### config.mk
export PLATFORM = sky130hd
export DESIGN_NAME = ssg_front
export DESIGN_NICKNAME = d
export VERILOG_FILES = /design/src/hw/rtl/ssg_pkg.sv /design/src/hw/rtl/ssg_front.sv
export SDC_FILE = /design/constraint.sdc
export NUM_CORES = 1
export LEC_CHECK = 0
export BUFFER_PORTS_ARGS = -buffer_cell sky130_fd_sc_hd__buf_4
export CORE_UTILIZATION = 30
export DETAILED_ROUTE_END_ITERATION = 10
export MAX_ROUTING_LAYER = met4
export PLACE_DENSITY = 0.85
export SLEW_MARGIN = 20
export SYNTH_ARGS = -nofsm -noshare
export SYNTH_HDL_FRONTEND = slang
export SYNTH_SLANG_ARGS = --single-unit
### constraint.sdc
create_clock -name vclk -period 1.1
set_input_delay 0 -clock vclk [all_inputs]
set_output_delay 0 -clock vclk [all_outputs]
set_load 0.03 [all_outputs]
### src/hw/rtl/ssg_pkg.sv
package ssg_pkg;

  localparam int IDX_W   = 16;
  localparam int VAL_W   = 16;
  localparam int DELTA_W = 14;
  localparam int SCR_W   = 24;
  localparam int TERM_W  = SCR_W + DELTA_W;
  localparam int SCORE_W = 48;

  localparam int QDEPTH  = 4;
  localparam int QAW     = $clog2(QDEPTH);

  localparam logic [1:0] ACT_LOAD   = 2'd0;
  localparam logic [1:0] ACT_PROBE  = 2'd1;
  localparam logic [1:0] ACT_FINISH = 2'd2;

  localparam logic [1:0] KIND_BIN    = 2'd0;
  localparam logic [1:0] KIND_NEG    = 2'd1;
  localparam logic [1:0] KIND_WGT    = 2'd2;
  localparam logic [1:0] KIND_UNUSED = 2'd3;

  localparam logic signed [DELTA_W-1:0] ONE_Q11     = 14'sd2048;
  localparam logic signed [DELTA_W-1:0] NEG_ONE_Q11 = -14'sd2048;
  localparam logic signed [VAL_W-1:0]   TWO_Q11     = 16'sd4096;
  localparam logic signed [VAL_W-1:0]   NEG_TWO_Q11 = -16'sd4096;

  localparam logic signed [SCR_W-1:0]   SCR_MAX   = {1'b0, {(SCR_W-1){1'b1}}};
  localparam logic signed [SCR_W-1:0]   SCR_MIN   = {1'b1, {(SCR_W-1){1'b0}}};
  localparam logic signed [SCORE_W-1:0] SCORE_MAX = {1'b0, {(SCORE_W-1){1'b1}}};
  localparam logic signed [SCORE_W-1:0] SCORE_MIN = {1'b1, {(SCORE_W-1){1'b0}}};

  typedef enum logic [1:0] {
    OP_LOAD,
    OP_PROBE,
    OP_FINISH
  } op_kind_t;

  typedef struct packed {
    op_kind_t                   kind;
    logic [IDX_W-1:0]           idx;
    logic signed [DELTA_W-1:0]  delta;
  } op_t;

  typedef struct packed {
    logic clearing;
  } back_stat_t;

  typedef enum logic [2:0] {
    ST_CLEAR,
    ST_IDLE,
    ST_LD_WR,
    ST_PR_MUL,
    ST_PR_ACC,
    ST_FIN_WALK
  } back_state_t;

endpackage

### src/hw/rtl/ssg_front.sv
module ssg_front #(
  parameter int NUM_FEATURES = 65536
) (
  input  logic                        in_tvalid,
  output logic                        in_tready,
  input  logic [31:0]                 in_tdata,
  input  logic [3:0]                  in_tuser,
  input  ssg_pkg::back_stat_t         stat,
  output logic                        push_valid,
  input  logic                        push_ready,
  output ssg_pkg::op_t                push_op
);

  localparam logic [24:0] NF = 25'(NUM_FEATURES);

  logic [1:0]                         action;
  logic [1:0]                         kind;
  logic [ssg_pkg::IDX_W-1:0]          idx;
  logic signed [ssg_pkg::VAL_W-1:0]   val;
  logic                               in_range;
  logic                               keep;
  logic signed [ssg_pkg::DELTA_W-1:0] clamped;

  assign action   = in_tuser[1:0];
  assign kind     = in_tuser[3:2];
  assign idx      = in_tdata[15:0];
  assign val      = $signed(in_tdata[31:16]);
  assign in_range = {9'd0, idx} < NF;

  always_comb begin
    if (val > ssg_pkg::TWO_Q11) begin
      clamped = ssg_pkg::TWO_Q11[ssg_pkg::DELTA_W-1:0];
    end else if (val < ssg_pkg::NEG_TWO_Q11) begin
      clamped = ssg_pkg::NEG_TWO_Q11[ssg_pkg::DELTA_W-1:0];
    end else begin
      clamped = val[ssg_pkg::DELTA_W-1:0];
    end
  end

  // out-of-range probes add zero, so they are dropped like out-of-range loads
  always_comb begin
    push_op.idx   = idx;
    push_op.kind  = ssg_pkg::OP_FINISH;
    push_op.delta = ssg_pkg::ONE_Q11;
    keep          = 1'b0;
    case (kind)
      ssg_pkg::KIND_BIN: push_op.delta = ssg_pkg::ONE_Q11;
      ssg_pkg::KIND_NEG: push_op.delta = ssg_pkg::NEG_ONE_Q11;
      default:           push_op.delta = clamped;
    endcase
    case (action)
      ssg_pkg::ACT_LOAD: begin
        push_op.kind = ssg_pkg::OP_LOAD;
        keep         = in_range && (kind != ssg_pkg::KIND_UNUSED);
      end
      ssg_pkg::ACT_PROBE: begin
        push_op.kind = ssg_pkg::OP_PROBE;
        keep         = in_range && (kind != ssg_pkg::KIND_UNUSED);
      end
      ssg_pkg::ACT_FINISH: begin
        push_op.kind = ssg_pkg::OP_FINISH;
        keep         = 1'b1;
      end
      default: keep = 1'b0;
    endcase
  end

  assign in_tready  = push_ready && !stat.clearing;
  assign push_valid = in_tvalid && in_tready && keep;

endmodule

# Word level (Yosys, flattened, before mapping)
# Index checks and enable logic that the tools add are counted.
totals:
  register_bits: 0
  output_inout_bits: 34
op_classes:
  order_cmp: 2
  n_eq_ne: 4
  muxes: 5
  n_reduce_logical: 7
ops:
  columns: ["op", "count"]
  rows:
  - ["two-way mux 14 bit", 2]
  - ["one-hot mux 14 bit (2 select lines)", 1]
  - ["> comparator 16 x 14 -> 1 bit, second input constant", 1]
  - ["< comparator 16 x 13 -> 1 bit, second input constant", 1]
  - ["== test 2 x 1 -> 1 bit, second input constant", 2]
  - ["zero test 2 bit", 2]
  - ["one-hot mux 2 bit (2 select lines)", 1]
  - ["logical AND 1 bit", 3]
  - ["== test 2 bit, second input constant", 1]
  - ["inequality test 2 bit, second input constant", 1]
  - ["one-hot mux 1 bit (2 select lines)", 1]
  - ["OR reduction 2 bit", 1]
  - ["zero test 1 bit", 1]

# Depth between registers and ports, before layout
# Gate-level depths: netlist of the first run.
logic_depth:
  depth_word: 4
  depth_mapped: 4
  mapped_depth_nobuf: 3

# Least setup slack after synthesis of the first run
# Ideal clock, no wire load.
synth_timing:
  path_type: "input-to-output"
  from: "input in_tdata[16]"
  to: "output push_op[11] (netlist bit)"
  arrival_time_ns: 1.615
  path_slack_ns: -0.515
  cell_stages: 4
  cell_sequence: "nor4_1 -> a211oi_1 -> buf_4 -> o41ai_1"
synth_lines:
  columns: ["element", "line", "rtl"]
  rows:
  - ["start: declaration", "ssg_front.sv:6", "input logic [31:0] in_tdata,"]
  - ["end: declaration", "ssg_front.sv:11", "output ssg_pkg::op_t push_op"]

==> results_dict.tcl, run 1 <==
set metrics [dict create \
    grt_pass1_wl_um 2230 \
    fmax_mhz 782 \
    insertedDiodeCount 0 \
    tns_ns -1.74 \
    core_area_um2 1350 \
    synth.top_cell.area_share_pct 33.3 \
    critPathArrivalTime_ns 1.28 \
    avgSynthCellArea_um2 8.34 \
    drt_wl_total_um 1600 \
    worst_slew_pin_slew_ns 0.382 \
    final_cell_mix "41 x buf_4, 12 x nor4b_4, 10 x buf_6" \
    layout_setup_ws_ns -0.179 \
    drtIter0Drc 8 \
    worstSetupStartpointType "input port" \
    grt_pass1_vias 511 \
    cp-end-kind "primary output" \
    design_power_total_mw 0.417 \
    startpoint "in_tdata[24]" \
    path_buf_inv 3 \
    outcome "finished with violations" \
    maxSlewHeadroom_pct 74.5 \
    worstPathRequired_ns 1.10 \
    hold_viol 0 \
    mappedNetlistArea_um2 450 \
    crit_family "simple AND/OR/NAND/NOR gates" \
    cp.depth 6 \
    rows 13 \
    synthCells 54 \
    die_area_um2 1660 \
    post-route-util_pct 75.1 \
    critical_path.cell_chain "buf_8, nor4b_4, a311oi_4, buf_12, nor4b_4, buf_4" \
    holdBufCountCts 0 \
    seq_area_um2 0 \
    grt_max_degree 9 \
    crit_fanout 7 \
    cap_violations 0 \
    fin_crit_ns 1.28 \
    post-route-period-util_pct 116 \
    drc 0 \
    grt-ovfl-total 0 \
    crit_path_end "push_op[6]" \
    die_w_um 40.8 \
    p_switching_mw 0.207 \
    via_count 544 \
    yosysSeqAreaShare_pct 0 \
    syn2layout_area_growth_pct 125 \
    final_common_cell "buf_4" \
    hpwl_um 1340 \
    ioPinCount 73 \
    wl_per_cell_um 15.3 \
    irDropWorstVdd_v 0.000261 \
    place.gp.congestion 0.697 \
    port_buffers 41 \
    min_path_type "input port to primary output" \
    start_util_pct 33.4 \
    mappedNetlistNets 93 \
    p_seq_share_pct 0 \
    cellLeakagePower_nw 0.459 \
    clkPwrFrac_pct 0 \
    power.switching_fraction_pct 49.5 \
    yosys_warnings 0 \
    cpMostUsedCell "nor4b_4" \
    grt_setup_unrepaired "yes" \
    p_int_mw 0.210 \
    fill_cells 100 \
    p_per_area_nw_per_um2 411 \
    ant_nets 0 \
    vias_per_cell 5.23 \
    yosysTopAreaCell "nor4b_2" \
    synth_cell_types 21 \
    cp_slowest_stage_delay_ns 0.34 \
    synthTopCellsByArea "nor4b_2 33%, buf_4 28%, nor4b_1 3.9%, nor2b_1 2.8%, buf_6 2.5%" \
    clock_buffers 0 \
    setup_violations 12 \
    grt_antenna_before_repair 0 \
    firstDrtPassIters 3 \
    timing.final.max_slew_violations 0 \
    cp_slowest_cell "nor4b_4" \
    path_class "input port to primary output" \
    final_nets 130 \
    p_comb_share_pct 100.0 \
    grt_use_total_pct 20.9 \
    drive_above_1_share_pct 85.4 \
    die_y_um 40.8 \
    seq_cells 0 \
    violations "setup timing" \
]
## area by class of cell
class,count,area (um2),share of cell area (%)
Timing Repair Buffer,55,495,48.9
Inverter,3,11.3,1.11
Tap cell,15,18.8,1.85
Multi-Input combinational cell,31,488,48.1
## metal layers
metal | wire length (um) | track usage (%) | vias up
met5 | 0 | - | -
met3 | 95 | 1.63 | 4
met4 | 19 | 7.50 | 0
li1 | - | - | 256
met2 | 948 | 40.9 | 23
met1 | 532 | 21.2 | 261
## power by group through the flow
stage          clock network [mW]  registers, mW  logic [mW]
2_1_floorplan                   0              0       0.304
3_3_place_gp                    0              0       0.381
3_5_place_dp                    0              0       0.389
4_1_cts                         0              0       0.409
5_1_grt                         0              0       0.439
6_report                        0              0       0.417
## worst min-delay path by stage
stage                     start  slack, ns           to  cells past startpoint
floorplan           in_tuser[3]       0.08  push_op[11]                      1
global placement    in_tdata[6]     0.0002  push_op[20]                      0
detailed placement  in_tdata[6]     0.0002  push_op[20]                      0
CTS                 in_tdata[6]     0.0002  push_op[20]                      0
global route        in_tdata[2]    0.00007  push_op[16]                      0
finish              in_tdata[2]    0.00001  push_op[16]                      0
## Yosys cell counts, drive strengths merged
master,count
nor2b,2
o21ai,1
inv,3
and3,1
clkbuf,1
buf,19
o2111a,1
a31oi,1
nor4b,12
a311oi,1
nor4,1
o41ai,1
nor3,3
a211oi,1
mux2,1
nor2,3
nand2,2
## cells by family after synthesis
kind of cell | after synthesis | synth area share [%]
and+or+nand+nor | 24 | 51.7
buffers and inverters | 23 | 35.3
AOI/OAI and AO/OA | 6 | 10.6
muxes | 1 | 2.50
## metrics by stage
stage | cells | area (um2) | hold WS (ns) | setup WS (ns)
global route | 104 | 1010 | 0.0000653 | -0.228
CTS | 104 | 980 | 0.000240 | -0.172
global placement | 103 | 932 | 0.000240 | -0.138
finish | 104 | 1010 | 0.0000132 | -0.179
detailed placement | 103 | 932 | 0.000240 | -0.215
floorplan | 54 | 599 | 0.0761 | -0.0523
## what timing repair did
| action | CTS | global route |
|---|---|---|
| endpoints found under the setup margin | 12 | 12 |
| pin swaps | 6 | 3 |
| buffers inserted | 1 | 0 |
| resized for setup | 8 | 8 |
| cloned | 0 | 0 |
(Power assumes the default switching activity.)
==> run 2: changes to the inputs <==
--- a/config.mk
+++ b/config.mk
@@ -6,10 +6,10 @@
 export NUM_CORES = 1
 export LEC_CHECK = 0
 export BUFFER_PORTS_ARGS = -buffer_cell sky130_fd_sc_hd__buf_4
-export CORE_UTILIZATION = 30
+export CORE_UTILIZATION = 32
 export DETAILED_ROUTE_END_ITERATION = 10
 export MAX_ROUTING_LAYER = met4
-export PLACE_DENSITY = 0.85
+export PLACE_DENSITY_LB_ADDON = 0.05
 export SLEW_MARGIN = 20
 export SYNTH_ARGS = -nofsm -noshare
 export SYNTH_HDL_FRONTEND = slang
==> constraint.sdc (replaced) <==
create_clock -name vclk -period 1.55
set_input_delay 0 -clock vclk [all_inputs]
set_output_delay 0 -clock vclk [all_outputs]
set_load 0.03 [all_outputs]
==> results_dict.tcl, run 2 (synthesized netlist as in run 1, its figures left out) <==
set metrics [dict create \
    post-route-period-util_pct 86.2 \
    grt-ovfl-total 0 \
    outcome "finished clean" \
    via_count 496 \
    drive_above_1_share_pct 78.2 \
    drc 0 \
    syn2layout_area_growth_pct 50.3 \
    drt_wl_total_um 1250 \
    grt_pass1_vias 393 \
    grt-busiest-layer "met2" \
    fmax_mhz 749 \
    place.gp.congestion 0.682 \
    hold_viol 0 \
    hold_path_depth 0 \
    die_y_um 39.5 \
    p_per_area_nw_per_um2 282 \
    start_util_pct 34.6 \
    die_area_um2 1560 \
    fin_area_um2 677 \
    grt_pass1_wl_um 1600 \
    ant_nets 0 \
    grt_use_total_pct 14.5 \
    fill_cells 128 \
    vias_per_cell 5.33 \
    drtIter0Drc 4 \
    crit_fanout 12 \
    post_cts_resized 0 \
    hpwl_um 1050 \
    startpoint "in_tdata[23]" \
    worstPathRequired_ns 1.55 \
    insertedDiodeCount 0 \
    final_cell_mix "44 x buf_4, 11 x nor4b_2, 3 x nor2_1, 3 x inv_1" \
    cellLeakagePower_nw 0.302 \
    cp-end-kind "primary output" \
    fin_crit_ns 1.34 \
    post_cts_buffers 0 \
    critPathArrivalTime_ns 1.34 \
    rows 13 \
    wl_per_cell_um 13.5 \
    die_w_um 39.5 \
    worstSetupStartpointType "input port" \
    final_nets 119 \
    min_to "push_op[21]" \
    port_buffers 41 \
    min_path_type "input port to primary output" \
    path_class "input port to primary output" \
    cap_violations 0 \
    core_area_um2 1300 \
    final_common_cell "buf_4" \
    seq_cells 0 \
    seq_area_um2 0 \
    dpl_cell_area_um2 677 \
    clock_buffers 0 \
    worst_slew_pin_slew_ns 0.370 \
    maxSlewHeadroom_pct 75.2 \
    ioPinCount 73 \
    grt_max_degree 13 \
    holdBufCountCts 0 \
    timing.final.max_slew_violations 0 \
    holdCritStartpoint "in_tdata[7]" \
    grt_antenna_before_repair 0 \
    grt_util_met2_pct 25.4 \
    irDropWorstVdd_v 0.000106 \
    use_met3_pct 2.84 \
    tns_ns 0 \
    firstDrtPassIters 4 \
    setup_violations 0 \
    multi_input_area_um2 317 \
    grt_setup_unrepaired "no" \
    grt_use_met1_pct 15.7 \
]
## run 2: worst max-delay path, cell delays in order
cell      delay (ns)
buf_4           0.11
nor4b_1         0.37
a311oi_2        0.14
buf_4           0.22
nor4b_2         0.29
buf_4           0.20
## run 2: where the power goes
group,internal [mW],switching (mW)
Sequential,0,0
Clock,0,0
Combinational,0.0905,0.100
Total,0.0905,0.100
## run 2: layout make-up
class / instances / area share, %
Inverter: 3 / 1.66
Multi-Input combinational cell: 31 / 46.8
Tap cell: 15 / 2.77
Timing Repair Buffer: 44 / 48.8
## run 2: worst max-delay path by stage
stage | to | slack, ns | depth (start not counted)
2_1_floorplan | push_op[0] | 0.22 | 4
3_3_place_gp | push_op[2] | 0.24 | 6
3_5_place_dp | push_op[2] | 0.20 | 6
4_1_cts | push_op[2] | 0.19 | 6
5_1_grt | push_op[2] | 0.08 | 6
6_report | push_op[2] | 0.21 | 6
## run 2: routing by layer
metal | part of all wire (%) | up-vias
li1 | - | 234
met3 | 14 | 10
met4 | 3.5 | 0
met2 | 50 | 31
met5 | 0 | -
met1 | 33 | 221
## run 2: stage by stage
stage               worst slack, ns  hold WS [ns]  utilization (%)  power, mW  cells
floorplan                     0.218         0.110                -      0.178     54
global placement              0.242      0.000240             52.0      0.191     93
detailed placement            0.200      0.000240             52.0      0.192     93
CTS                           0.192      0.000240             52.0      0.193     93
global route                 0.0846     0.0000525             52.0      0.202     93
finish                        0.214     0.0000554             52.0      0.191     93
