### src/hw/rtl/ssg_pkg.sv
package ssg_pkg;

  localparam int IDX_W   = 16;
  localparam int VAL_W   = 16;
  localparam int DELTA_W = 14;
  localparam int SCR_W   = 24;
  localparam int TERM_W  = SCR_W + DELTA_W;
  localparam int SCORE_W = 48;

  localparam int QDEPTH  = 4;
  localparam int QAW     = $clog2(QDEPTH);

  localparam logic [1:0] ACT_LOAD   = 2'd0;
  localparam logic [1:0] ACT_PROBE  = 2'd1;
  localparam logic [1:0] ACT_FINISH = 2'd2;

  localparam logic [1:0] KIND_BIN    = 2'd0;
  localparam logic [1:0] KIND_NEG    = 2'd1;
  localparam logic [1:0] KIND_WGT    = 2'd2;
  localparam logic [1:0] KIND_UNUSED = 2'd3;

  localparam logic signed [DELTA_W-1:0] ONE_Q11     = 14'sd2048;
  localparam logic signed [DELTA_W-1:0] NEG_ONE_Q11 = -14'sd2048;
  localparam logic signed [VAL_W-1:0]   TWO_Q11     = 16'sd4096;
  localparam logic signed [VAL_W-1:0]   NEG_TWO_Q11 = -16'sd4096;

  localparam logic signed [SCR_W-1:0]   SCR_MAX   = {1'b0, {(SCR_W-1){1'b1}}};
  localparam logic signed [SCR_W-1:0]   SCR_MIN   = {1'b1, {(SCR_W-1){1'b0}}};
  localparam logic signed [SCORE_W-1:0] SCORE_MAX = {1'b0, {(SCORE_W-1){1'b1}}};
  localparam logic signed [SCORE_W-1:0] SCORE_MIN = {1'b1, {(SCORE_W-1){1'b0}}};

  typedef enum logic [1:0] {
    OP_LOAD,
    OP_PROBE,
    OP_FINISH
  } op_kind_t;

  typedef struct packed {
    op_kind_t                   kind;
    logic [IDX_W-1:0]           idx;
    logic signed [DELTA_W-1:0]  delta;
  } op_t;

  typedef struct packed {
    logic clearing;
  } back_stat_t;

  typedef enum logic [2:0] {
    ST_CLEAR,
    ST_IDLE,
    ST_LD_WR,
    ST_PR_MUL,
    ST_PR_ACC,
    ST_FIN_WALK
  } back_state_t;

endpackage

### src/hw/rtl/ssg_queue.sv
module ssg_queue (
  input  logic          clk,
  input  logic          rst_n,
  input  logic          push_valid,
  output logic          push_ready,
  input  ssg_pkg::op_t  push_op,
  output logic          pop_valid,
  input  logic          pop_ready,
  output ssg_pkg::op_t  pop_op
);

  ssg_pkg::op_t               entries_r [ssg_pkg::QDEPTH];
  logic [ssg_pkg::QAW-1:0]    wr_r;
  logic [ssg_pkg::QAW-1:0]    rd_r;
  logic [ssg_pkg::QAW:0]      count_r;
  logic                       do_push;
  logic                       do_pop;

  assign push_ready = count_r != (ssg_pkg::QAW + 1)'(ssg_pkg::QDEPTH);
  assign pop_valid  = count_r != '0;
  assign pop_op     = entries_r[rd_r];
  assign do_push    = push_valid && push_ready;
  assign do_pop     = pop_valid && pop_ready;

  always_ff @(posedge clk) begin
    if (!rst_n) begin
      wr_r    <= '0;
      rd_r    <= '0;
      count_r <= '0;
    end else begin
      if (do_push) begin
        wr_r <= wr_r + 1'b1;
      end
      if (do_pop) begin
        rd_r <= rd_r + 1'b1;
      end
      if (do_push && !do_pop) begin
        count_r <= count_r + 1'b1;
      end else if (do_pop && !do_push) begin
        count_r <= count_r - 1'b1;
      end
    end
  end

  always_ff @(posedge clk) begin
    if (do_push) begin
      entries_r[wr_r] <= push_op;
    end
  end

endmodule

### config.mk
export PLATFORM = sky130hd
export DESIGN_NAME = ssg_queue
export DESIGN_NICKNAME = d
export VERILOG_FILES = /design/src/hw/rtl/ssg_pkg.sv /design/src/hw/rtl/ssg_queue.sv
export SDC_FILE = /design/constraint.sdc
export NUM_CORES = 1
export LEC_CHECK = 0
export BUFFER_PORTS_ARGS = -buffer_cell sky130_fd_sc_hd__buf_2
export CELL_PAD_IN_SITES_DETAIL_PLACEMENT = 1
export CELL_PAD_IN_SITES_GLOBAL_PLACEMENT = 1
export CORE_MARGIN = 2
export CORE_UTILIZATION = 52
export DETAILED_ROUTE_END_ITERATION = 12
export GPL_ROUTABILITY_DRIVEN = 0
export GPL_TIMING_DRIVEN = 0
export PLACE_DENSITY = 0.79
export SETUP_SLACK_MARGIN = 0.02
export SLEW_MARGIN = 0
export SYNTH_ARGS = -nofsm -noshare
export SYNTH_HDL_FRONTEND = slang
export SYNTH_SLANG_ARGS = --single-unit
### constraint.sdc
create_clock -name clk -period 4.9 [get_ports clk]
set_clock_uncertainty 0.15 [all_clocks]
set_input_delay 0.49 -clock clk [delete_from_list [all_inputs] [get_ports clk]]
set_output_delay 0.49 -clock clk [all_outputs]
set_load 0.02 [all_outputs]
# [Word level (Yosys, flattened, before mapping)]
# Memories as Yosys holds them, arrays and structs flattened. A register that Yosys moved wholly into a read port is not among the register bits.
# Cells that the tools add are included.
[op_classes] n_reduce_logical=8 muxes=6 add_sub_neg=4 n_eq_ne=1
[ops] cell="3-bit 2-to-1 mux" count=2
[ops] cell="2-bit by 1-bit adder with 2-bit output (second input constant)" count=2
[ops] cell="1-bit logical AND" count=4
[ops] cell="2-bit 2-to-1 mux" count=2
[ops] cell="3-bit by 1-bit adder with 3-bit output (second input constant)" count=1
[ops] cell="3-bit != test (second input constant)" count=1
[ops] cell="3-bit nonzero test" count=1
[ops] cell="3-bit by 1-bit subtractor with 3-bit output (second input constant)" count=1
[ops] cell="1-bit logical NOT" count=2
[ops] cell="1-bit 2-to-1 mux" count=2
[ops] cell="2-bit nonzero test" count=1
[word_totals] in_bits=36 regBits=7 elab_cells=23 ramBits=128 n_memories=1 output_inout_bits=34
[mem_list] name="entries_r" depth=4 word_bits=32 rd=1 rd_ports_with_merged_regs=1 write_ports=1 line="ssg_queue.sv:12" text="ssg_pkg::op_t entries_r [ssg_pkg::QDEPTH];"

# [Logic depth before layout (Yosys ltp)]
# Gate-level depths: netlist of the first run.
[logic_depth] depth_word=6 depth_mapped=8 depth_no_buf=8

# [Worst setup path after synthesis of the first run]
# No wires, ideal clock.
[synth_timing] kind="register to register" startpoint="register count_r[0] (netlist name)" endpoint="register count_r[2] (netlist name)" path_stages_with_launch=9 t_arrival_ns=2.057 slack_ns=2.618 setup_ns=0.076 synth_period_minus_slack_ns=2.282 cell_sequence="dfxtp_1 -> nor2_1 -> a21boi_2 -> ha_1 -> inv_1 -> fa_1 -> xor2_1 -> or3_1 -> a21boi_0"
[synth_between] elab_chain_cells=5
[synth_lines] item="start, declared" line="ssg_queue.sv:15" text="logic [ssg_pkg::QAW:0] count_r;"
[synth_lines] item="start signal, assigned" line="ssg_queue.sv:38" text="count_r <= count_r + 1'b1;"
[synth_lines] item="start signal, assigned" line="ssg_queue.sv:40" text="count_r <= count_r - 1'b1;"
[synth_lines] item="3-bit != test *" line="ssg_queue.sv:19" text="assign push_ready = count_r != (ssg_pkg::QAW + 1)'(ssg_pkg::QDEPTH);"
[synth_lines] item="1-bit logical AND *" line="ssg_queue.sv:22" text="assign do_push = push_valid && push_ready;"
[synth_lines] item="via do_push" line="ssg_queue.sv:16" text="logic do_push;"
[synth_lines] item="1-bit logical NOT" line="ssg_queue.sv:39" text="end else if (do_pop && !do_push) begin"
[synth_lines] item="1-bit logical AND" line="ssg_queue.sv:39"
[synth_lines] item="2-bit nonzero test (no line)"
# Mark *: on every way through the listed nets, which the timed path passes. The rest lies on a longest branch. The select of a mux whose other input is x is not followed.
# A chain may end at the register's enable or synchronous reset.

# [Final worst setup path of the first run]
# Same ends and word-level chain as after synthesis.

==> results of run 1 <==
## routing by layer
layer	track usage, %	share of wire (%)	vias up	wire (um)
met1	24.18	42	1234	3916
met3	6.104	4.8	15	446
li1	-	-	1073	-
met4	8.108	1.8	0	170
met2	30.23	51	73	4738
met5	0	0	-	0
## synthesized netlist by cell type, drive strengths merged
library cell | instances | area (um2)
xor2 | 1 | 8.760
a21boi | 2 | 18.77
mux2i | 3 | 30.03
edfxtp | 128 | 3844
clkbuf | 1 | 3.750
nand2 | 5 | 18.77
ha | 5 | 62.56
mux4 | 32 | 728.2
buf | 7 | 86.33
nor2b | 1 | 6.260
dfxtp | 9 | 180.2
o21ai | 1 | 5.000
or3 | 2 | 12.51
nor2 | 1 | 3.750
o31ai | 1 | 21.27
o311ai | 1 | 16.27
fa | 1 | 20.02
xnor2 | 3 | 26.28
and2 | 8 | 50.05
inv | 3 | 11.26
## sequential cells by signal, indices dropped and copies added, names as in the netlist, named ones only
| name | cells |
|---|---|
| entries_r | 128 |
| count_r | 3 |
| rd_r | 2 |
| wr_r | 2 |
## path summary, 6_finish.rpt
path / from / to / slack [ns] / depth (start not counted)
worst max-delay path: count_r[0] / count_r[2] / 2.36 / 8
worst min-delay path: push_op[15] / entries_r[0][15] / 0.03 / 1
worst max register to register: count_r[0] / count_r[2] / 2.36 / 8
worst min register to register: wr_r[1] / wr_r[1] / 0.36 / 2
## worst register-to-register path: stages (launching register included)
cell	delay, ns
sky130_fd_sc_hd__dfxtp_1	0.52
sky130_fd_sc_hd__nor2_1	0.12
sky130_fd_sc_hd__a21boi_2	0.33
sky130_fd_sc_hd__ha_1	0.25
sky130_fd_sc_hd__inv_1	0.06
sky130_fd_sc_hd__fa_1	0.38
sky130_fd_sc_hd__xor2_1	0.18
sky130_fd_sc_hd__or3_1	0.30
sky130_fd_sc_hd__a21boi_0	0.17
## cell families after synthesis
group                    after synthesis
AO/OA/AOI/OAI                          5
XOR/XNOR                               4
adder cells (fa/ha/maj)                6
buffers and inverters                 11
flip-flops                           137
multiplexers                          35
AND/OR/NAND/NOR                       17
## stage by stage
stage | total power [mW] | worst slack, ns | instances | hold slack, ns | utilization [%]
final | 3.659 | 2.361 | 448 | 0.02764 | 64.69
after floorplan | 2.143 | 2.618 | 215 | 0.3177 | -
after detailed placement | 2.411 | 2.350 | 416 | 0.3642 | 58.50
after global routing | 3.802 | 2.081 | 448 | 0.01343 | 64.69
after CTS | 3.696 | 2.325 | 448 | 0.006444 | 64.69
after global placement | 2.383 | 1.985 | 416 | 0.3331 | 58.45
## area by class of cell
type | count | area, um2 | area share [%]
Buffer | 8 | 90.09 | 1.438
Clock buffer | 17 | 414.1 | 6.611
Clock inverter | 15 | 185.2 | 2.956
Inverter | 3 | 11.26 | 0.1797
Multi-Input combinational cell | 67 | 1033 | 16.50
Sequential cell | 137 | 4024 | 64.23
Tap cell | 133 | 166.4 | 2.656
Timing Repair Buffer | 68 | 340.3 | 5.432
## power by group through the flow
stage	clock network (mW)	logic [mW]	registers, mW
2_1_floorplan	0	0.654	1.49
3_3_place_gp	0	0.883	1.50
3_5_place_dp	0	0.902	1.51
4_1_cts	1.31	0.904	1.49
5_1_grt	1.35	0.954	1.50
6_report	1.29	0.885	1.49
==> impl_summary.log, run 1 <==
INFO  metric antenna-diode-count = 0
INFO  metric floorplan.die.height = between 100 and 150 um
INFO  metric p_sw = ~1.0 mW
INFO  metric critical-path-max-stage-delay = between 0.5 and 0.6 ns
INFO  metric finalHoldViolCount = 0
INFO  metric io_pins = 70
INFO  metric rsz0062_at_grt = false
INFO  metric crit_start_category = flop
INFO  metric grt-ovfl-total = 0
INFO  metric cts-buffers-inserted = 17
INFO  metric slew_headroom = 38.93%
INFO  metric synth_area_in_simple_gates = roughly 1.8%
INFO  metric final.period_utilization = between 50% and 60%
INFO  metric compound_gate_fraction_of_synth_area = between 1 and 1.5%
INFO  metric detailedRoute.firstIterationViolations = 80
INFO  metric seq_power_share = 40.6%
INFO  metric critPathMaxFanout = 7
INFO  metric postCtsSetupRepairBufs = 0
INFO  metric chipWidth = approximately 100 um
INFO  metric worst_path_dominant_cell_family = adder cells
INFO  metric antenna_found_initial = 0
INFO  metric htreeDepth = 4
INFO  metric clk_transition_reported_paths = about 0.060 ns
INFO  metric netlist_instances = 215
INFO  metric synth_fa_ha_area_share = ~1.6%
INFO  metric numPortBuffers = approximately 70
INFO  metric numClockSinks = around 140
INFO  metric cts_resized = 0
INFO  metric finalSetupViolCount = 0
INFO  metric first_global_vias = about 2600
INFO  metric tritoncts = done
INFO  metric drt_pre_antenna_iters = 4
INFO  metric post_synth.cell_area_avg = around 24 um2
INFO  metric detailed_place.area = between 0.005 and 0.006 mm2
INFO  metric slew_viol_final = 0
INFO  metric route.vias.total = about 2400
INFO  metric die_area = ~0.011 mm2
INFO  metric fillerInstances = a little over 800
INFO  metric finalSetupTns = 0 ns
INFO  metric synthesis.yosys.warnings = 0
INFO  metric ctsHoldBuffers = 0
INFO  metric power-per-cell-area = approximately 580 mW/mm2
INFO  metric cp_cell_sequence = nor2_1, a21boi_2, ha_1, inv_1, fa_1, xor2_1, or3_1, a21boi_0
INFO  metric mostFrequentLayoutCells = 128 x sky130_fd_sc_hd__edfxtp_1, 71 x sky130_fd_sc_hd__buf_2, 30 x sky130_fd_sc_hd__mux4_2
INFO  metric leakage_power = around 2.2 nW
INFO  metric clk-insertion-delay-late = around 0.52 ns
INFO  metric global_route.usage.total = 18.93%
INFO  metric synth_sequential_area_ratio = 78.08%
INFO  metric rows = 36
INFO  metric layout_min_cycle_time = between 2 and 3 ns
INFO  metric dominant_combinational_cell_family_by_area_after_synthesis = multiplexers
INFO  metric grt_start_max_net_pins = 33
INFO  metric final_layout_size_suffix_gt1_share = between 40% and 50%
INFO  metric core-area = 0.009684 mm2
INFO  metric root_buffer = sky130_fd_sc_hd__clkbuf_8
INFO  metric netlist_area = between 0.005 and 0.006 mm2
INFO  metric max-vdd-ir-drop = around 460 uV
INFO  metric worstMarginPinSlew = 0.9161 ns
INFO  metric wire_length_of_the_first_global_routing_pass = about 15 mm
INFO  metric initial_core_util = 53.22%
INFO  metric synth_seq_cells = between 100 and 150
INFO  metric cp.required = ~5.2 ns
INFO  metric postSynthNetCount = between 200 and 300
INFO  metric netSwitchingFraction = around 29%
INFO  metric detail_route.drc_violations = 0
INFO  metric synthMuxAreaShare = ~15%
INFO  metric power.share.clock = 35.2%
INFO  metric critPathCaptureType = flop
INFO  metric detail_route.vias_per_cell = around 5.3
INFO  metric num-nets-final = 344
INFO  metric postRouteWirelength = about 9.3 mm
INFO  metric antenna_left = 0
INFO  metric clk_path_buf_depth = 2
INFO  metric cp.arrival = 2.83 ns
INFO  metric synthDistinctLibCells = 24
INFO  metric combinational_cell_fraction_of_total_power = between 20% and 30%
INFO  metric intPower = roughly 2.6 mW
INFO  metric layout-area-overhead-vs-synth = 21.56%
INFO  metric cp_slowest_cell = sky130_fd_sc_hd__dfxtp_1
INFO  metric routed_wl_per_cell = around 21 um
INFO  metric critical_path_class = flop to flop
INFO  metric max_cap_violations = 0
INFO  metric final_common_cell = sky130_fd_sc_hd__edfxtp_1
INFO  metric max_freq = 0.3939 GHz
INFO  metric synth_xor_xnor_area_share = less than 1%
INFO  metric worst_hold_path_type = input port to flop
INFO  metric layout.cell_area.non_filler = about 0.0063 mm2
INFO  metric critical_path.n_buffers_inverters = 1
INFO  metric status = complete, no violations
(Power assumes the default switching activity.)
==> run 2: changes to the inputs <==
Settings changed: ABC_AREA set to 1, CORE_UTILIZATION 52 to 42, PLACE_DENSITY 0.79 to 0.72.
Clock period 4.9 ns to 2.3 ns, I/O delays scaled along.
==> run 2 against run 1 <==
Against the previous run:
- clock power increased by 100%
- flip-flop and latch count did not move
- count of clock-buffer cells in the layout increased by 1
- power rose by 120%
- synthesized cell count is 75% higher
- critical path type is now flop to primary output
- largest power group unchanged
==> impl_summary.log, run 2 <==
INFO  metric netlist_area = 0.005270 mm2 (+2.3%)
INFO  metric postSynthNetCount = 419 (+63%)
INFO  metric worst_r2r_startpoint = count_r[1]
INFO  metric first_global_vias = 3732 (+41%)
INFO  metric route.vias.total = 3469 (+45%)
INFO  metric synth_sequential_area_ratio = 76.35% (-1.7 points)
INFO  metric grt_start_max_net_pins = 20 (-39%)
INFO  metric cts-buffers-inserted = 17 (unchanged)
INFO  metric num-nets-final = 546 (+59%)
INFO  metric antenna_found_initial = 0 (unchanged)
INFO  metric leakage_power = 2.531 nW (+17%)
INFO  metric root_buffer = sky130_fd_sc_hd__clkbuf_16
INFO  metric regToRegEndpoint = count_r[2]
INFO  metric max_cap_violations = 0 (unchanged)
INFO  metric fin_cells = 684 (+53%)
INFO  metric max-vdd-ir-drop = 598.9 uV (+31%)
INFO  metric wire_length_of_the_first_global_routing_pass = 18.82 mm (+27%)
INFO  metric clk_path_buf_depth = 2 (unchanged)
INFO  metric whs_endpoint = rd_r[0]
INFO  metric postRouteWirelength = 12.16 mm (+31%)
INFO  metric rows = 40 (+11%)
INFO  metric detail_route.drc_violations = 0 (unchanged)
INFO  metric grt-ovfl-total = 0 (unchanged)
INFO  metric dp.cells = 618 (+49%)
INFO  metric floorplan.die.height = 116.0 um (+12%)
INFO  metric final_layout_size_suffix_gt1_share = 25.39% (-20 points)
INFO  metric largest_register_ff_count = 128 (unchanged)
INFO  metric routed_wl_per_cell = 17.78 um (-14%)
INFO  metric ff2ff_setup_slack = 0.23 ns (-2.13 ns)
INFO  metric layout-area-overhead-vs-synth = 30.70%
INFO  metric crit_start_category = flop
INFO  metric rsz0062_at_grt = false
INFO  metric numClockSinks = 137 (unchanged)
INFO  metric netlist_instances = 377 (+75%)
INFO  metric cp.required = 1.92 ns (-3.27 ns)
INFO  metric worst_hold_path_type = flop to flop
INFO  metric final.period_utilization = 92.07%
INFO  metric antenna-diode-count = 0 (unchanged)
INFO  metric asyncSetResetFlopFracSynth = 0% (unchanged)
INFO  metric yosysTopAreaCellShare = 72.93% (-1.6 points)
INFO  metric tritoncts = done
INFO  metric min-delay-start = rd_r[0]
INFO  metric hold_depth = 2 (+1)
INFO  metric clk-insertion-delay-late = 0.42 ns (-0.10 ns)
INFO  metric dp.final_hpwl = between 7 and 8 mm
INFO  metric synthesis.yosys.warnings = 0 (unchanged)
INFO  metric synth_flop_cell = sky130_fd_sc_hd__edfxtp_1
INFO  metric total_power_consumption = 7.949 mW (+120%)
INFO  metric htreeDepth = 4 (unchanged)
INFO  metric power-per-cell-area = 1154 mW/mm2 (+98%)
INFO  metric worstMarginPinSlew = 0.6504 ns (-0.2657 ns)
INFO  metric critPathCaptureType = primary output
INFO  metric antenna_left = 0 (unchanged)
INFO  metric leading_post_synthesis_cells_by_cell_area = sky130_fd_sc_hd__edfxtp_1 73%, sky130_fd_sc_hd__nor2_1 5.5%, sky130_fd_sc_hd__o22ai_1 3.8%, sky130_fd_sc_hd__o21ai_0 3.5%, sky130_fd_sc_hd__dfxtp_1 3.4%
INFO  metric core-area = 0.01211 mm2 (+25%)
INFO  metric layout_min_cycle_time = approximately 2.1 ns
INFO  metric synthMostInstantiatedCell = sky130_fd_sc_hd__edfxtp_1
INFO  metric critical_path_class = flop to primary output
INFO  metric io_pins = 70 (unchanged)
INFO  metric numPortBuffers = 69 (+1.5%)
INFO  metric detailedRoute.firstIterationViolations = 263 (+230%)
INFO  metric synth_seq_cells = 137 (unchanged)
INFO  metric chipWidth = 116.0 um (+12%)
INFO  metric critPathMaxFanout = 10 (+3)
INFO  metric global_route.usage.total = 19.52% (+0.59 points)
INFO  metric max_freq = roughly 0.47 GHz
INFO  metric die_area = 0.01346 mm2 (+26%)
INFO  metric mostFrequentLayoutCells = 128 x sky130_fd_sc_hd__edfxtp_1, 75 x sky130_fd_sc_hd__buf_2, 73 x sky130_fd_sc_hd__nor2_1
INFO  metric synth_top_cells_by_count = 128 x sky130_fd_sc_hd__edfxtp_1, 77 x sky130_fd_sc_hd__nor2_1, 37 x sky130_fd_sc_hd__o21ai_0
INFO  metric synth-edff-count = 128 (unchanged)
INFO  metric register_with_the_most_flip_flops = entries_r
INFO  metric synth_largest_area_cell = sky130_fd_sc_hd__edfxtp_1
INFO  metric post_synth.cell_area_avg = 13.98 um2 (-42%)
INFO  metric final_common_cell = sky130_fd_sc_hd__edfxtp_1
INFO  metric finalHoldViolCount = 0 (unchanged)
INFO  metric rr_worst_depth = 13 (+5)
INFO  metric finalSetupViolCount = 0 (unchanged)
INFO  metric initial_core_util = 43.51% (-9.7 points)
INFO  metric drt_pre_antenna_iters = 4 (unchanged)
INFO  metric clk_transition_reported_paths = 0.06 ns (about the same)
INFO  metric postCtsSetupRepairBufs = 0 (unchanged)
INFO  metric synthDistinctLibCells = 22 (-8.3%)
INFO  metric slew_viol_final = 0 (unchanged)
INFO  metric slew_headroom = 56.54% (+18 points)
INFO  metric reg.largest.list = entries_r: 128 flops, count_r: 3 flops
INFO  metric status = complete, no violations
INFO  metric cp.arrival = 1.74 ns (-1.09 ns)
INFO  metric detail_route.vias_per_cell = 5.072 (-5.1%)
==> run 2: cell count changes in the layout (fill, tap and decap cells not counted), sizes merged, moves of 16 or more <==
cell	before	now
dlygate4sd3	0	35
o22ai	0	32
nor2	1	78
mux4	32	0
buf	75	91
o21ai	1	65
==> run 2: timing repair <==
item / 4_1_cts / 5_1_grt
endpoints found under the setup margin: 0 / 3
resized for setup: 0 / 4
hold buffers: 35 / 0
endpoints found under the hold margin: 136 / 0
==> run 2: report_power, final <==
part	leakage, nW	internal, mW	switching (mW)
registers	1.25	3.04	0.0971
clock network	0.283	1.66	0.924
logic	1.00	0.763	1.46
total	2.53	5.47	2.48
==> run 2: worst max-delay path: stages, from the launching register on <==
cell and delay (ns):
sky130_fd_sc_hd__dfxtp_1 0.44, sky130_fd_sc_hd__buf_2 0.27, sky130_fd_sc_hd__o21ai_0 0.16, sky130_fd_sc_hd__o22ai_1 0.24, sky130_fd_sc_hd__buf_2 0.21
==> run 2: cell families (layout without fill, tap and decap cells) <==
logic type | count (synthesis) | in the layout | share of synthesized area, %
AO/OA/AOI/OAI | 100 | 100 | 10.26
XOR/XNOR | 1 | 1 | 0.1662
adder cells (fa/ha/maj) | 6 | 6 | 1.567
buffers and inverters | 35 | 174 | 4.274
flip-flops | 137 | 137 | 76.35
AND/OR/NAND/NOR | 98 | 98 | 7.384
==> run 2: layer usage <==
layer	track usage, %	vias up	share of wire [%]
li1	-	1643	-
met1	21.62	1714	41
met2	34.81	86	52
met3	5.439	26	3.7
met4	9.127	0	2.6
met5	0	-	0
==> run 2: area by class of cell <==
| type | count | area [um2] |
|---|---|---|
| Tap cell | 168 | 210.2 |
| Fill cell | 1214 | 5224 |
| Clock buffer | 18 | 429.2 |
| Sequential cell | 137 | 4025 |
| Timing Repair Buffer | 108 | 805.8 |
| Clock inverter | 13 | 135.1 |
| Inverter | 16 | 67.56 |
| Multi-Input combinational cell | 205 | 1056 |
| Buffer | 19 | 158.9 |
==> run 2: how the worst max path moves through the flow <==
| stage | to | slack [ns] | depth (start not counted) |
|---|---|---|---|
| finish | pop_op[31] | 0.18 | 4 |
| global route | count_r[2] | 0.03 | 13 |
| CTS | pop_op[31] | 0.05 | 4 |
| detailed placement | count_r[2] | 0.1 | 13 |
| global placement | entries_r[3][4] | -1.44 | 4 |
| floorplan | entries_r[0][0] | -0.34 | 4 |
==> run 2: stage by stage <==
step | setup slack, ns | area (um2) | hold slack, ns | util (%) | setup TNS (ns)
after global placement | -1.443 | 5826 | 0.2909 | 48.10 | -179.91
after floorplan | -0.3364 | 5270 | 0.1789 | - | -43.06
after global routing | 0.02934 | 6888 | 0.3974 | 56.87 | 0
after CTS | 0.04630 | 6880 | 0.3625 | 56.81 | 0
final | 0.1824 | 6888 | 0.3572 | 56.87 | 0
after detailed placement | 0.09899 | 5966 | 0.2992 | 49.26 | 0
==> run 3: changes to the inputs <==
Settings changed: CAP_MARGIN set to 10, REMOVE_ABC_BUFFERS set to 1.
==> run 3 against run 2 <==
Against the previous run:
- power up 1.7%
- core utilization down 0.14 points
- first-iteration DRC count down 25%
- cell count down 2.2%
- global-route usage down 1.0 points
- highest routed layer unchanged
- count of clock-buffer cells in the layout unchanged
- hold slack better by 0.0031 ns
- clock power up 10%
- critical path type unchanged
- via count down 2.7%
- largest power group unchanged
- largest cell class unchanged
- wire length down 3.4%
- register-to-register slack about the same
- maximum frequency down 2.8%
==> impl_summary.log, run 3 (synthesized netlist as in run 2, its figures left out) <==
INFO  metric num-nets-final = 530 (-2.9%)
INFO  metric detail_route.vias_per_cell = 5.046 (-0.50%)
INFO  metric power.share.clock = 35.2% (+2.6 points)
INFO  metric die_area = 0.01346 mm2 (unchanged)
INFO  metric crit_start_category = flop
INFO  metric final_common_cell = sky130_fd_sc_hd__edfxtp_1
INFO  metric worst_r2r_startpoint = count_r[1]
INFO  metric numClockSinks = 137 (unchanged)
INFO  metric detail_route.drc_violations = 0 (unchanged)
INFO  metric initial_core_util = 43.51% (unchanged)
INFO  metric multiInputGateArea = 0.001056 mm2 (unchanged)
INFO  metric layout-area-overhead-vs-synth = 30.37%
INFO  metric detailed_place.area = 0.005849 mm2 (-2.0%)
INFO  metric finalSetupViolCount = 0 (unchanged)
INFO  metric antenna-diode-count = 0 (unchanged)
INFO  metric core-area = 0.01211 mm2 (unchanged)
INFO  metric postRouteWirelength = 11.74 mm (-3.4%)
INFO  metric final_core_utilization = 56.73% (-0.14 points)
INFO  metric first_global_vias = 3584 (-4.0%)
INFO  metric clk_path_buf_depth = 2 (unchanged)
INFO  metric clk_transition_reported_paths = 0.06 ns (about the same)
INFO  metric area.sequential = 0.004029 mm2 (about the same)
INFO  metric p_sw = 2.541 mW (+2.3%)
INFO  metric layout.cell_area.non_filler = 0.006870 mm2 (-0.25%)
INFO  metric routed_wl_per_cell = 17.55 um (-1.3%)
INFO  metric max_cap_violations = 0 (unchanged)
INFO  metric total_power_consumption = 8.085 mW (+1.7%)
INFO  metric antenna_left = 0 (unchanged)
INFO  metric power-per-cell-area = 1177 mW/mm2 (+2.0%)
INFO  metric detailedRoute.firstIterationViolations = 197 (-25%)
INFO  metric io_pins = 70 (unchanged)
INFO  metric max_freq = 0.4589 GHz (-2.8%)
INFO  metric numPortBuffers = 69 (unchanged)
INFO  metric mostFrequentLayoutCells = 128 x sky130_fd_sc_hd__edfxtp_1, 73 x sky130_fd_sc_hd__nor2_1, 69 x sky130_fd_sc_hd__buf_2
INFO  metric drt_pre_antenna_iters = 4 (unchanged)
INFO  metric final.period_utilization = 94.75% (+2.7 points)
INFO  metric leakage_power = 2.479 nW (-2.1%)
INFO  metric slew_headroom = 59.40% (+2.9 points)
INFO  metric grt_start_max_net_pins = 65 (+230%)
INFO  metric global_route.usage.total = 18.48% (-1.0 points)
INFO  metric reg.largest.list = entries_r: 128 flops, count_r: 3 flops
INFO  metric finalSetupTns = 0 ns (unchanged)
INFO  metric status = complete, no violations
INFO  metric dp.final_hpwl = 6.801 mm (-11%)
INFO  metric rows = 40 (unchanged)
INFO  metric ff2ff_setup_slack = 0.23 ns (about the same)
INFO  metric rsz0062_at_grt = true
INFO  metric fillerInstances = 1199 (-1.2%)
INFO  metric combinational_cell_fraction_of_total_power = 25.6% (-2.4 points)
INFO  metric worst_hold_path_type = flop to flop
INFO  metric critPathCaptureType = primary output
INFO  metric min-delay-start = rd_r[1]
INFO  metric intPower = 5.544 mW (+1.4%)
INFO  metric hold_depth = 2 (unchanged)
INFO  metric cp_slowest_cell = sky130_fd_sc_hd__dfxtp_4
INFO  metric cts-buffers-inserted = 17 (unchanged)
INFO  metric critical-path-max-stage-delay = 0.41 ns (-0.03 ns)
INFO  metric htreeDepth = 4 (unchanged)
INFO  metric chipWidth = 116.0 um (unchanged)
INFO  metric cp.arrival = 1.80 ns (+0.06 ns)
INFO  metric critPathMaxFanout = 64 (+54)
INFO  metric clk-insertion-delay-late = 0.42 ns (about the same)
INFO  metric root_buffer = sky130_fd_sc_hd__clkbuf_16
INFO  metric grt-ovfl-total = 0 (unchanged)
INFO  metric tritoncts = done
INFO  metric netSwitchingFraction = 31.43% (+0.19 points)
INFO  metric regToRegEndpoint = count_r[1]
INFO  metric register_with_the_most_flip_flops = entries_r
INFO  metric worstMarginPinSlew = 0.6076 ns (-0.04281 ns)
INFO  metric wire_length_of_the_first_global_routing_pass = 18.15 mm (-3.6%)
INFO  metric layout_min_cycle_time = 2.179 ns (+0.06173 ns)
INFO  metric final_layout_size_suffix_gt1_share = 24.15% (-1.2 points)
INFO  metric finalHoldViolCount = 0 (unchanged)
INFO  metric max-vdd-ir-drop = 524.4 uV (-12%)
INFO  metric critical_path_class = flop to primary output
INFO  metric seq_power_share = 39.2% (-0.2 points)
INFO  metric antenna_found_initial = 0 (unchanged)
INFO  metric cp_cell_sequence = buf_16, inv_16, nor2_1, o22ai_1, buf_2
INFO  metric rr_worst_depth = 9 (-4)
INFO  metric floorplan.die.height = 116.0 um (unchanged)
INFO  metric cp.required = 1.92 ns (about the same)
INFO  metric slew_viol_final = 0 (unchanged)
INFO  metric largest_register_ff_count = 128 (unchanged)
INFO  metric route.vias.total = 3376 (-2.7%)
-- run 3: power by group through the flow --
stage | clock (mW) | sequential, mW | combinational, mW
after detailed placement | 0 | 3.23 | 1.97
after global routing | 2.99 | 3.20 | 2.28
after floorplan | 0 | 3.24 | 1.14
after global placement | 0 | 3.33 | 1.70
final | 2.85 | 3.17 | 2.07
after CTS | 2.89 | 3.19 | 2.04
-- run 3: what timing repair did --
item	in CTS	in global routing
resized for setup	5	4
hold endpoints to repair	136	0
hold buffers	35	0
setup buffers	0	1
setup endpoints to repair	32	26
-- run 3: worst max-delay path by stage --
stage,slack (ns),end,depth (start not counted),from
2_1_floorplan,-0.34,entries_r[0][0],4,count_r[0]
3_3_place_gp,-1.43,entries_r[3][0],4,count_r[0]
3_5_place_dp,0.06,pop_op[18],5,flop
4_1_cts,0.02,pop_op[18],5,flop
5_1_grt,0.009,pop_op[7],5,flop
6_report,0.12,pop_op[7],5,flop
-- run 3: layout make-up --
class,count,share of cell area [%]
well taps,168,3.060
flip-flops and latches,137,58.64
clock inverters,14,2.841
multi-input cells,205,15.37
clock buffers,18,6.247
inverters,16,1.220
repair buffers,111,12.62
-- run 3: worst max-delay path: cells and delay by family, from the launching register on --
family                 cells  cell delay (ns)
buffers and inverters      3             0.63
flip-flops                 1             0.41
AO/OA/AOI/OAI              1             0.24
AND/OR/NAND/NOR            1             0.07
-- run 3: per-stage QoR --
step,setup slack [ns],instances,hold slack [ns]
detailed placement,0.06406,601,0.3021
global placement,-1.433,595,0.2912
finish,0.1207,669,0.3604
global route,0.009386,669,0.4028
CTS,0.02384,668,0.3593
floorplan,-0.3364,358,0.1789
-- run 3: layer usage --
layer	GRT usage, %	wire length [um]
met1	20.33	4845
met2	33.49	6229
met3	5.910	530
met4	6.746	138
met5	0	0
